===== src/rtl/core/printable_string_extractor_macros.svh =====
`ifndef PRINTABLE_STRING_EXTRACTOR_MACROS_SVH
`define PRINTABLE_STRING_EXTRACTOR_MACROS_SVH

// same-cycle implication, ignored while in reset
`define PSE_ASSERT_IMPLY(label, clk, rst_n, ante, cons) \
  label: assert property (@(posedge clk) disable iff (!rst_n) (ante) |-> (cons)) \
    else $error("pse assertion failed");

// next-cycle implication, ignored while in reset
`define PSE_ASSERT_NEXT(label, clk, rst_n, ante, cons) \
  label: assert property (@(posedge clk) disable iff (!rst_n) (ante) |=> (cons)) \
    else $error("pse assertion failed");

`endif


===== src/rtl/core/pse_pkg.sv =====
`default_nettype none

package pse_pkg;

  localparam int RUN_DEPTH_DEF = 64;

  localparam int DATA_W = 8;
  localparam int CHAR_W = 7;
  localparam int OFF_W  = 32;
  localparam int CFG_W  = 7;

  localparam logic [CFG_W-1:0] MIN_LEN_RST = 7'd4;

  localparam logic [DATA_W-1:0] CODE_NUL   = 8'h00;
  localparam logic [DATA_W-1:0] CODE_LF    = 8'h0A;
  localparam logic [DATA_W-1:0] CODE_CR    = 8'h0D;
  localparam logic [DATA_W-1:0] PRINT_LO   = 8'h20;
  localparam logic [DATA_W-1:0] PRINT_HI   = 8'h7E;

  // one replay read issued toward the output pipeline
  typedef struct packed {
    logic             issue;
    logic             last;
    logic [OFF_W-1:0] offset;
  } pse_rd_tag_t;

endpackage

`default_nettype wire


===== src/rtl/core/pse_if.sv =====
`default_nettype none

interface pse_in_if;
  logic                        valid;
  logic                        ready;
  logic [pse_pkg::DATA_W-1:0]  data_byte;

  modport source (output valid, output data_byte, input ready);
  modport sink   (input valid, input data_byte, output ready);
endinterface

interface pse_out_if;
  logic                        valid;
  logic                        ready;
  logic [pse_pkg::CHAR_W-1:0]  text_char;
  logic [pse_pkg::OFF_W-1:0]   run_offset;
  logic                        run_last;

  modport source (output valid, output text_char, output run_offset, output run_last,
                  input ready);
  modport sink   (input valid, input text_char, input run_offset, input run_last,
                  output ready);
endinterface

`default_nettype wire


===== src/rtl/core/pse_run_mem.sv =====
`default_nettype none

module pse_run_mem #(
  parameter int RUN_DEPTH = pse_pkg::RUN_DEPTH_DEF,
  parameter int ADDR_W    = $clog2(RUN_DEPTH)
) (
  input  wire logic                       clk,
  input  wire logic                       wr_en,
  input  wire logic [ADDR_W-1:0]          wr_addr,
  input  wire logic [pse_pkg::DATA_W-1:0] wr_data,
  input  wire logic                       rd_en,
  input  wire logic [ADDR_W-1:0]          rd_addr,
  output logic      [pse_pkg::DATA_W-1:0] rd_data
);

  logic [pse_pkg::DATA_W-1:0] mem [RUN_DEPTH];

  always_ff @(posedge clk) begin
    if (wr_en) begin
      mem[wr_addr] <= wr_data;
    end
  end

  // read data holds when not enabled
  always_ff @(posedge clk) begin
    if (rd_en) begin
      rd_data <= mem[rd_addr];
    end
  end

endmodule

`default_nettype wire


===== src/rtl/core/pse_scan.sv =====
`default_nettype none

module pse_scan #(
  parameter int RUN_DEPTH = pse_pkg::RUN_DEPTH_DEF
) (
  input  wire logic                        clk,
  input  wire logic                        rst_n,
  pse_in_if.sink                           in_ch,
  input  wire logic                        cfg_we,
  input  wire logic [pse_pkg::CFG_W-1:0]   cfg_data,
  input  wire logic                        rd_ok,
  output pse_pkg::pse_rd_tag_t             rd_tag,
  output logic                             wr_en,
  output logic [$clog2(RUN_DEPTH)-1:0]     wr_addr,
  output logic [pse_pkg::DATA_W-1:0]       wr_data,
  output logic [$clog2(RUN_DEPTH)-1:0]     rd_addr
);

  localparam int ADDR_W = $clog2(RUN_DEPTH);
  localparam int CNT_W  = $clog2(RUN_DEPTH + 1);
  localparam int CFG_W  = pse_pkg::CFG_W;
  localparam int OFF_W  = pse_pkg::OFF_W;

  localparam logic ST_COLLECT = 1'b0;
  localparam logic ST_REPLAY  = 1'b1;

  logic                 st_r,      st_nxt;
  logic [CNT_W-1:0]     cnt_r,     cnt_nxt;
  logic [CNT_W-1:0]     rep_len_r, rep_len_nxt;
  logic [ADDR_W-1:0]    rd_idx_r,  rd_idx_nxt;
  logic [OFF_W-1:0]     start_r,   start_nxt;
  logic [OFF_W-1:0]     pos_r,     pos_nxt;
  logic [CFG_W-1:0]     min_len_r;

  logic                 accept;
  logic                 printable;
  logic                 term;
  logic [CFG_W-1:0]     need;
  logic                 rd_last;
  logic                 issue;

  assign in_ch.ready = (st_r == ST_COLLECT);
  assign accept      = in_ch.valid && in_ch.ready;
  assign printable   = (in_ch.data_byte >= pse_pkg::PRINT_LO) &&
                       (in_ch.data_byte <= pse_pkg::PRINT_HI);
  assign term        = (in_ch.data_byte == pse_pkg::CODE_NUL) ||
                       (in_ch.data_byte == pse_pkg::CODE_CR)  ||
                       (in_ch.data_byte == pse_pkg::CODE_LF);
  assign need        = (min_len_r == '0) ? CFG_W'(1) : min_len_r;
  assign rd_last     = (CNT_W'(rd_idx_r) + CNT_W'(1)) == rep_len_r;
  assign issue       = (st_r == ST_REPLAY) && rd_ok;

  // writes only while collecting, reads only while replaying
  assign wr_en   = accept && printable;
  assign wr_addr = cnt_r[ADDR_W-1:0];
  assign wr_data = in_ch.data_byte;
  assign rd_addr = rd_idx_r;

  assign rd_tag.issue  = issue;
  assign rd_tag.last   = rd_last;
  assign rd_tag.offset = start_r;

  always_comb begin
    st_nxt      = st_r;
    cnt_nxt     = cnt_r;
    rep_len_nxt = rep_len_r;
    rd_idx_nxt  = rd_idx_r;
    start_nxt   = start_r;
    pos_nxt     = pos_r;
    unique case (st_r)
      ST_COLLECT: begin
        if (accept) begin
          pos_nxt = pos_r + OFF_W'(1);
          if (printable) begin
            if (cnt_r == '0) begin
              start_nxt = pos_r;
            end
            if (cnt_r == CNT_W'(RUN_DEPTH - 1)) begin
              rep_len_nxt = CNT_W'(RUN_DEPTH);
              rd_idx_nxt  = '0;
              cnt_nxt     = '0;
              st_nxt      = ST_REPLAY;
            end else begin
              cnt_nxt = cnt_r + CNT_W'(1);
            end
          end else begin
            if (term && (CFG_W'(cnt_r) >= need)) begin
              rep_len_nxt = cnt_r;
              rd_idx_nxt  = '0;
              st_nxt      = ST_REPLAY;
            end
            cnt_nxt = '0;
          end
        end
      end
      ST_REPLAY: begin
        if (issue) begin
          if (rd_last) begin
            st_nxt = ST_COLLECT;
          end else begin
            rd_idx_nxt = rd_idx_r + ADDR_W'(1);
          end
        end
      end
      default: begin
        st_nxt = ST_COLLECT;
      end
    endcase
  end

  always_ff @(posedge clk) begin
    if (!rst_n) begin
      st_r      <= ST_COLLECT;
      cnt_r     <= '0;
      rep_len_r <= '0;
      rd_idx_r  <= '0;
      start_r   <= '0;
      pos_r     <= '0;
      min_len_r <= pse_pkg::MIN_LEN_RST;
    end else begin
      st_r      <= st_nxt;
      cnt_r     <= cnt_nxt;
      rep_len_r <= rep_len_nxt;
      rd_idx_r  <= rd_idx_nxt;
      start_r   <= start_nxt;
      pos_r     <= pos_nxt;
      if (cfg_we) begin
        min_len_r <= cfg_data;
      end
    end
  end

endmodule

`default_nettype wire


===== src/rtl/core/pse_replay_out.sv =====
`default_nettype none

module pse_replay_out (
  input  wire logic                        clk,
  input  wire logic                        rst_n,
  input  wire pse_pkg::pse_rd_tag_t        rd_tag,
  input  wire logic [pse_pkg::DATA_W-1:0]  rd_data,
  output logic                             rd_ok,
  pse_out_if.source                        out_ch
);

  localparam int CHAR_W = pse_pkg::CHAR_W;
  localparam int OFF_W  = pse_pkg::OFF_W;

  // stage 1: memory read data register plus its tag
  logic              s1_valid_r, s1_valid_nxt;
  logic [OFF_W-1:0]  s1_off_r;
  logic              s1_last_r;

  // stage 2: output register
  logic              out_valid_r, out_valid_nxt;
  logic [CHAR_W-1:0] out_char_r;
  logic [OFF_W-1:0]  out_off_r;
  logic              out_last_r;

  logic              out_free;
  logic              s1_adv;

  assign out_free = !out_valid_r || out_ch.ready;
  assign s1_adv   = s1_valid_r && out_free;
  assign rd_ok    = !s1_valid_r || s1_adv;

  always_comb begin
    s1_valid_nxt = s1_valid_r;
    if (rd_tag.issue) begin
      s1_valid_nxt = 1'b1;
    end else if (s1_adv) begin
      s1_valid_nxt = 1'b0;
    end
    out_valid_nxt = out_valid_r;
    if (s1_adv) begin
      out_valid_nxt = 1'b1;
    end else if (out_ch.ready) begin
      out_valid_nxt = 1'b0;
    end
  end

  always_ff @(posedge clk) begin
    if (!rst_n) begin
      s1_valid_r  <= 1'b0;
      out_valid_r <= 1'b0;
    end else begin
      s1_valid_r  <= s1_valid_nxt;
      out_valid_r <= out_valid_nxt;
    end
  end

  always_ff @(posedge clk) begin
    if (rd_tag.issue) begin
      s1_off_r  <= rd_tag.offset;
      s1_last_r <= rd_tag.last;
    end
    if (s1_adv) begin
      out_char_r <= rd_data[CHAR_W-1:0];
      out_off_r  <= s1_off_r;
      out_last_r <= s1_last_r;
    end
  end

  assign out_ch.valid      = out_valid_r;
  assign out_ch.text_char  = out_char_r;
  assign out_ch.run_offset = out_off_r;
  assign out_ch.run_last   = out_last_r;

endmodule

`default_nettype wire


===== src/rtl/core/printable_string_extractor.sv =====
// channel   dir  payload                                   width
// in_ch     in   data_byte                                 8
// out_ch    out  text_char, run_offset, run_last           7, 32, 1
// cfg       in   cfg_we, cfg_data (min_length)             1, 7
//
// Collect: one byte per cycle, printable bytes written into the run buffer.
// Replay: a reported run is read out one char at a time on the buffer's single
//   read port, with in_ch.ready low meanwhile; output stalls hold it.
// Two-deep read/output pipeline; input resumes once the last read is issued.
// Reset is synchronous; the run buffer needs no clearing pass.
`default_nettype none

`include "printable_string_extractor_macros.svh"

module printable_string_extractor #(
  parameter int RUN_DEPTH = pse_pkg::RUN_DEPTH_DEF
) (
  input  wire logic                      clk,
  input  wire logic                      rst_n,
  pse_in_if.sink                         in_ch,
  pse_out_if.source                      out_ch,
  input  wire logic                      cfg_we,
  input  wire logic [pse_pkg::CFG_W-1:0] cfg_data
);

  localparam int ADDR_W = $clog2(RUN_DEPTH);

  pse_pkg::pse_rd_tag_t         rd_tag;
  logic                         rd_ok;
  logic                         wr_en;
  logic [ADDR_W-1:0]            wr_addr;
  logic [pse_pkg::DATA_W-1:0]   wr_data;
  logic [ADDR_W-1:0]            rd_addr;
  logic [pse_pkg::DATA_W-1:0]   rd_data;

  pse_scan #(.RUN_DEPTH(RUN_DEPTH)) u_scan (
    .clk      (clk),
    .rst_n    (rst_n),
    .in_ch    (in_ch),
    .cfg_we   (cfg_we),
    .cfg_data (cfg_data),
    .rd_ok    (rd_ok),
    .rd_tag   (rd_tag),
    .wr_en    (wr_en),
    .wr_addr  (wr_addr),
    .wr_data  (wr_data),
    .rd_addr  (rd_addr)
  );

  pse_run_mem #(.RUN_DEPTH(RUN_DEPTH), .ADDR_W(ADDR_W)) u_mem (
    .clk     (clk),
    .wr_en   (wr_en),
    .wr_addr (wr_addr),
    .wr_data (wr_data),
    .rd_en   (rd_tag.issue),
    .rd_addr (rd_addr),
    .rd_data (rd_data)
  );

  pse_replay_out u_out (
    .clk     (clk),
    .rst_n   (rst_n),
    .rd_tag  (rd_tag),
    .rd_data (rd_data),
    .rd_ok   (rd_ok),
    .out_ch  (out_ch)
  );

  `PSE_ASSERT_IMPLY(a_no_rw_overlap, clk, rst_n, wr_en, !rd_tag.issue)
  `PSE_ASSERT_IMPLY(a_issue_has_room, clk, rst_n, rd_tag.issue, rd_ok)
  `PSE_ASSERT_NEXT(a_last_read_resumes, clk, rst_n, rd_tag.issue && rd_tag.last, in_ch.ready)

endmodule

`default_nettype wire

===== src/flat_wrapper.sv =====
// flat-port wrapper written by rule: the top's interface ports become plain ports
module printable_string_extractor_flat 
#(
  parameter int RUN_DEPTH = pse_pkg::RUN_DEPTH_DEF
)
  (clk, rst_n, cfg_we, cfg_data, in_ch_valid, in_ch_data_byte, in_ch_ready, out_ch_valid, out_ch_text_char, out_ch_run_offset, out_ch_run_last, out_ch_ready);
  pse_in_if in_ch_i ();
  pse_out_if out_ch_i ();
  input  wire logic clk;
  input  wire logic rst_n;
  input  wire logic cfg_we;
  input  wire logic [pse_pkg::CFG_W-1:0] cfg_data;
  input wire logic [$bits(in_ch_i.valid)-1:0] in_ch_valid;
  input wire logic [$bits(in_ch_i.data_byte)-1:0] in_ch_data_byte;
  output wire logic [$bits(in_ch_i.ready)-1:0] in_ch_ready;
  output wire logic [$bits(out_ch_i.valid)-1:0] out_ch_valid;
  output wire logic [$bits(out_ch_i.text_char)-1:0] out_ch_text_char;
  output wire logic [$bits(out_ch_i.run_offset)-1:0] out_ch_run_offset;
  output wire logic [$bits(out_ch_i.run_last)-1:0] out_ch_run_last;
  input wire logic [$bits(out_ch_i.ready)-1:0] out_ch_ready;
  assign in_ch_i.valid = in_ch_valid;
  assign in_ch_i.data_byte = in_ch_data_byte;
  assign in_ch_ready = in_ch_i.ready;
  assign out_ch_valid = out_ch_i.valid;
  assign out_ch_text_char = out_ch_i.text_char;
  assign out_ch_run_offset = out_ch_i.run_offset;
  assign out_ch_run_last = out_ch_i.run_last;
  assign out_ch_i.ready = out_ch_ready;
  printable_string_extractor #(.RUN_DEPTH(RUN_DEPTH)) u_core (.clk(clk), .rst_n(rst_n), .in_ch(in_ch_i), .out_ch(out_ch_i), .cfg_we(cfg_we), .cfg_data(cfg_data));
endmodule

===== config.mk =====
export PLATFORM = sky130hd
export DESIGN_NAME = printable_string_extractor_flat
export DESIGN_NICKNAME = d
export VERILOG_FILES = /design/src/rtl/core/pse_pkg.sv /design/src/rtl/core/pse_if.sv /design/src/rtl/core/pse_run_mem.sv /design/src/rtl/core/pse_scan.sv /design/src/rtl/core/pse_replay_out.sv /design/src/rtl/core/printable_string_extractor.sv /design/src/flat_wrapper.sv
export VERILOG_INCLUDE_DIRS = /design/src /design/src/rtl/core
export SDC_FILE = /design/constraint.sdc
export NUM_CORES = 1
export LEC_CHECK = 0
export ABC_AREA = 1
export BUFFER_PORTS_ARGS = -buffer_cell sky130_fd_sc_hd__buf_4
export CORE_MARGIN = 1
export CORE_UTILIZATION = 25
export DETAILED_ROUTE_END_ITERATION = 16
export RECOVER_POWER = 25
export SLEW_MARGIN = 15
export SYNTH_ARGS = -nofsm -noshare
export SYNTH_HDL_FRONTEND = slang
export SYNTH_SLANG_ARGS = --single-unit

===== constraint.sdc =====
create_clock -name clk -period 3.9 [get_ports clk]
set_clock_uncertainty 0.15 [all_clocks]
set_input_delay 0.39 -clock clk [delete_from_list [all_inputs] [get_ports clk]]
set_output_delay 0.39 -clock clk [all_outputs]
set_load 0.05 [all_outputs]

# ---- Yosys cells after proc, flatten, opt, wreduce, memory -nomap -nowiden
# Memory sizes are Yosys's and may differ from the RTL's. A register that Yosys moved wholly into a read port is not among the register bits.
# Cells that the tools add are included.
dict set report totals {
  register_bits 167
  ramBits 512
  inputBits 20
  output_inout_bits 42
  word_cells 81
  n_memories 1
}
# name words width rd rd_ports_with_merged_regs write_ports line_no
set mem_list {}
lappend mem_list {u_core.u_mem.mem 64 8 1 1 1 pse_run_mem.sv:16} ;# logic [pse_pkg::DATA_W-1:0] mem [RUN_DEPTH];
dict set report op_classes {
  n_addsub 4
  n_lt_le_gt_ge 3
  n_eq_ne 10
  muxes 26
  bitwise_logic 1
  n_reduce_logical 22
}
# cell n
set op_table {}
lappend op_table {{7-bit 2-to-1 mux} 6}
lappend op_table {{6-bit 2-to-1 mux} 6}
lappend op_table {{32-bit by 1-bit adder with 32-bit output, second input constant} 1}
lappend op_table {{8-bit by 4-bit equality test with 1-bit output, second input constant} 2}
lappend op_table {{7-bit logical NOT} 2}
lappend op_table {{1-bit 2-to-1 mux} 12}
lappend op_table {{6-bit case mux with 2 select lines} 1}
lappend op_table {{8-bit by 6-bit greater-or-equal comparator with 1-bit output, second input constant} 1}
lappend op_table {{8-bit by 7-bit less-or-equal comparator with 1-bit output, second input constant} 1}
lappend op_table {{8-bit logical NOT} 1}
lappend op_table {{4-bit AND reduction} 2}
lappend op_table {{6-bit by 1-bit adder with 7-bit output, second input constant} 1}
lappend op_table {{7-bit by 1-bit adder with 7-bit output, second input constant} 1}
lappend op_table {{7-bit by 6-bit equality test with 1-bit output, second input constant} 1}
lappend op_table {{7-bit equality test} 1}
lappend op_table {{7-bit greater-or-equal comparator} 1}
lappend op_table {{6-bit by 1-bit adder with 6-bit output, second input constant} 1}
lappend op_table {{1-bit logical AND} 6}
lappend op_table {{2-bit nonzero test} 3}
lappend op_table {{5-bit AND reduction} 1}
lappend op_table {{1-bit logical OR} 4}
lappend op_table {{2-bit by 1-bit != test with 1-bit output, second input constant} 2}
lappend op_table {{2-bit != test, second input constant} 2}
lappend op_table {{3-bit by 1-bit != test with 1-bit output, second input constant} 1}
lappend op_table {{other kinds (5)} 6}

# ---- Depth between registers and ports, before layout
dict set report depth {
  depth_word 8
  depth_mapped 14
  mapped_depth_nobuf 13
}

# ---- Cells and area by module
# Synthesis repeated with hierarchy kept, for this count alone.
dict set report hier_totals {
  cells_unflattened 2513
  area_unflattened_um2 28252.1
}
# mod instances cells_per_inst area_per_inst_um2 seq_area_each_um2
set by_module_without_submodules {}
lappend by_module_without_submodules {pse_run_mem 1 1805 21419.3 15615.0}
lappend by_module_without_submodules {pse_scan 1 624 4553.1 1841.8}
lappend by_module_without_submodules {pse_replay_out 1 84 2279.7 2232.1}

# ---- Least setup slack after synthesis
# Ideal clock, no wire load.
dict set report synth_path {
  path_kind {flip-flop to flip-flop}
  startpoint {reg u_core.u_out.out_valid_r (netlist: u_core.u_out.out_ch.valid)}
  endpoint {reg u_core.u_out.out_last_r (netlist: u_core.u_out.out_ch.run_last), enable pin}
  setup_ns 0.450
  arrival_ns 2.543
  required_ns 3.300
  slack_ns 0.756
  path_stages_with_launch 2
  n_path_buf 0
  synth_period_minus_slack_ns 3.144
  cell_sequence {dfxtp_1 -> a21oi_1}
}
dict set report synth_between {
  elab_chain_cells 3
}
# element line_no
set synth_rtl {}
lappend synth_rtl {{from (decl)} pse_replay_out.sv:21} ;# logic out_valid_r, out_valid_nxt;
lappend synth_rtl {{from (signal assigned)} pse_replay_out.sv:54} ;# out_valid_r <= out_valid_nxt;
lappend synth_rtl {{1-bit logical NOT} pse_replay_out.sv:29} ;# assign out_free = !out_valid_r || out_ch.ready;
lappend synth_rtl {{1-bit logical OR} pse_replay_out.sv:29}
lappend synth_rtl {{1-bit logical AND} pse_replay_out.sv:30} ;# assign s1_adv = s1_valid_r && out_free;
lappend synth_rtl {{to (signal assigned)} pse_replay_out.sv:66} ;# out_last_r <= s1_last_r;
lappend synth_rtl {{to (decl)} pse_replay_out.sv:24} ;# logic out_last_r;
# Every way passes these cells.
# A chain may end at the register's enable or synchronous reset.

# ---- Final worst setup path
dict set report layout_path {
  startpoint {in in_ch_data_byte[6]}
  endpoint {mem u_core.u_mem.mem[10][0] (netlist name), enable pin}
}
dict set report layout_between {
  elab_chain_cells 5
  elab_cells_between_ends 6
  classes_between {order compare (2); mux (2); reduce/logical (2)}
}
# element line_no
set layout_rtl {}
lappend layout_rtl {{from (decl)} flat_wrapper.sv:14} ;# input wire logic [$bits(in_ch_i.data_byte)-1:0] in_ch_data_byte;
lappend layout_rtl {{8-bit by 6-bit greater-or-equal comparator with 1-bit output or 8-bit by 7-bit less-or-equal comparator with 1-bit output (tied branches)} {pse_scan.sv:44, pse_scan.sv:45}}
lappend layout_rtl {{1-bit logical AND (*)} pse_scan.sv:44} ;# assign printable = (in_ch.data_byte >= pse_pkg::PRINT_LO) &&
lappend layout_rtl {{1-bit logical AND (*)} pse_scan.sv:54} ;# assign wr_en = accept && printable;
lappend layout_rtl {{1-bit 2-to-1 mux (*)} pse_run_mem.sv:19} ;# if (wr_en) begin
lappend layout_rtl {{1-bit 2-to-1 mux (not written as such) (*)} pse_run_mem.sv:20} ;# mem[wr_addr] <= wr_data;
lappend layout_rtl {{to (decl)} pse_run_mem.sv:16}
# Every way passes the cells marked *; elsewhere a longest branch is shown, timed or not.

==> flow_metrics.env <==
export IMPL_status="finished with violations"
export IMPL_hold_buffers=14
export IMPL_syn2layout_area_growth_pct=15.6
export IMPL_relSlewSlack_pct=-17.1
export IMPL_dieArea_mm2=0.101
export IMPL_core_mm2=0.0986
export IMPL_fin_crit_sh_pct=86.9
export IMPL_num_nets_final=2299
export IMPL_synth_most_common_cell="edfxtp_1"
export IMPL_port_buffers=61
export IMPL_whs_ps=53.5
export IMPL_antenna_found_initial=1
export IMPL_p_per_area_mw_per_mm2=487
export IMPL_initial_core_util_pct=25.3
export IMPL_clk_pin_slew_ps=60
export IMPL_crit_chain="dlygate4sd3_1 -> clkbuf_1 -> nor2_1 -> nor2_1 -> nand2_1 -> nor3_2 -> nand2_1 -> nor2_1"
export IMPL_synth_nets=2227
export IMPL_drt_total_wl_um=65700
export IMPL_grt_overflow=0
export IMPL_min_period_ps=3390
export IMPL_synth_distinct_cells=41
export IMPL_cts_setup_buffers=0
export IMPL_rsz0062_at_grt="no"
export IMPL_root_buffer="clkbuf_16"
export IMPL_drt_initial_drc_count=1554
export IMPL_synthArstFlopShare_pct=0
export IMPL_crit_arrival_ps=3530
export IMPL_setup_viol=0
export IMPL_cts_max_level=2
export IMPL_cts_sinks=622
export IMPL_drive_gt1_share_pct=9.59
export IMPL_slowest_delay_ps=650
export IMPL_crit_required_ps=4040
export IMPL_vias_per_cell=4.66
export IMPL_start_kind="primary input"
export IMPL_antenna_left=0
export IMPL_ys_top_cells_by_area="edfxtp_1 64%, dfxtp_1 7.5%, nor2_1 6.2%, o21ai_0 5.0%, nand2_1 4.7%"
export IMPL_ys_warn_count=0
export IMPL_finalHoldViolations=0
export IMPL_synth_edf_count=528
export IMPL_hold_path_class="primary input to register"
export IMPL_endpoint_kind="register"
export IMPL_violations="max-capacitance violations, max-slew violations"
export IMPL_cts_resized=0
export IMPL_synth_main_ff_cell="edfxtp_1"
export IMPL_path_max_fanout=8
export IMPL_grt_pass1_wl_um=100000
export IMPL_max_cap_viol_count=1
export IMPL_grt_max_degree=238
export IMPL_ys_seq_area_share_pct=71.1
export IMPL_stdcell_area_mm2=0.0288
export IMPL_diodes=0
export IMPL_drc=0
export IMPL_synthTopCellsByCount="528 x edfxtp_1, 414 x nor2_1, 314 x nand2_1"
export IMPL_numCtsBuffers=57
export IMPL_die_h_um=318
export IMPL_syn_inst=2196
export IMPL_ir_worst_vdd_v=0.000304
export IMPL_hpwl_um=40000
export IMPL_tightestPinTransition_ps=1760
export IMPL_row_count=115
export IMPL_slowest_stage="nor2_1"
export IMPL_drv_slew=33
export IMPL_p_leak_uw=0.00965
export IMPL_synthesis_area_mm2=0.0250
export IMPL_final_cells=3603
export IMPL_path_common_cell="nor2_1"
export IMPL_fill_cells=9997
export IMPL_grt_usage_pct=12.8
export IMPL_wl_per_cell_um=18.2
export IMPL_io_pins=62
export IMPL_finalSetupTns_ps=0
export IMPL_synth_top_area_share_pct=63.5
export IMPL_place_area_mm2=0.0270
export IMPL_post_synth_cell_area_avg_um2=11.4
export IMPL_place_congestion=0.861
export IMPL_max_freq_mhz=295
export IMPL_critPathKind="primary input to register"
export IMPL_dr_pass1_iters=5
export IMPL_tritoncts="yes"
export IMPL_cts_path_max_buffers=3
export IMPL_yosysTopAreaCell="edfxtp_1"
export IMPL_grt_pass1_vias=16062
export IMPL_vias=16773
export IMPL_ys_seq_elements=622
export IMPL_dp_cells=3482
export IMPL_clock_latency_ps=650
export IMPL_die_w_um=318
==> layout make-up <==
type	instances	area (µm²)	share of cell area [%]
Multi-Input combinational cell	1375	6330	22.0
Sequential cell	622	17700	61.5
Inverter	77	294	1.02
Clock buffer	76	1530	5.30
Timing Repair Buffer	135	1060	3.68
Tap cell	1287	1610	5.58
Clock inverter	31	272	0.941
==> worst max-delay path, delay by kind of cell <==
family                 cells  cell delay (ps)
AND/OR/NAND/NOR            6             2120
buffers and inverters      2             1010
==> final timing paths <==
| kind | slack, ps | from | cells after the start | to |
|---|---|---|---|---|
| worst max-delay path | 510 | in_ch_data_byte[6] | 8 | u_core.u_mem.mem[10][0]$_DFFE_PP_ |
| worst min-delay path | 50 | cfg_we | 3 | u_core.u_scan.min_len_r[1]$_SDFFE_PN0P_ |
| worst max register to register | 1000 | u_core.u_scan.rd_addr[0]$_SDFFE_PN0P_ | 13 | u_core.u_scan.rd_addr[2]$_SDFFE_PN0P_ |
| worst min register to register | 260 | u_core.u_out.s1_off_r[12]$_DFFE_PP_ | 0 | u_core.u_out.out_ch.run_offset[12]$_DFFE_PP_ |
==> cells in the final DEF (no fill, tap or decap), types with 12 or more instances in the layout <==
cell type        n
a21oi_1        101
clkbuf_1        28
o22ai_1        105
nand2_1        314
nand4_1         16
clkbuf_16       57
dfxtp_1         91
buf_4           99
o21ai_1         38
dlygate4sd3_1   14
edfxtp_1       528
nor2_1         414
inv_1           67
nand3_1         70
clkinv_2        14
nor3_1          12
o21ai_0        250
==> per-layer routing <==
| metal | track usage, % | wire [µm] | vias to the layer above |
|---|---|---|---|
| met2 | 21.9 | 32400 | 554 |
| met4 | 4.28 | 1900 | 2 |
| met3 | 1.73 | 3900 | 102 |
| met1 | 16.5 | 27500 | 8188 |
| li1 | - | - | 7927 |
| met5 | 0 | 17 | - |
==> per-stage QoR <==
stage                     power [µW]  setup slack [ps]  util (%)
after CTS                      14200               901      29.3
after global placement          8750               816      27.4
after global routing           14500               403      29.3
after floorplan                 8250               756         -
final                          14100               510      29.3
after detailed placement        8750               734      27.4
==> kinds of logic after synthesis <==
group | after synthesis | synth area share (%)
buffers and inverters | 199 | 3.54
AO/OA/AOI/OAI | 504 | 10.7
adder cells (fa/ha/maj) | 11 | 0.552
flip-flops | 622 | 71.1
AND/OR/NAND/NOR | 851 | 13.8
XOR/XNOR | 9 | 0.316
==> sequential cells by signal, summed over array words and instances, names as in the netlist <==
name,count
u_core.u_scan.min_len_r,7
u_core.u_out.s1_last_r,1
u_core.u_mem.mem,448
u_core.u_scan.st_r,1
u_core.u_out.out_ch.valid,1
u_core.u_scan.rep_len_r,7
u_core.u_scan.start_r,32
u_core.u_scan.cnt_r,7
u_core.u_out.s1_off_r,32
u_core.u_mem.rd_data,7
u_core.u_scan.rd_addr,6
u_core.u_out.out_ch.run_offset,32
u_core.u_out.out_ch.run_last,1
u_core.u_out.out_ch.text_char,7
u_core.u_scan.pos_r,32
u_core.u_out.s1_valid_r,1
==> power breakdown <==
group	internal [µW]	switching, µW	leakage (µW)
Combinational	341	927	0.00323
Clock	2920	2520	0.000881
Sequential	7290	58.7	0.00554
(Power assumes the default switching activity.)
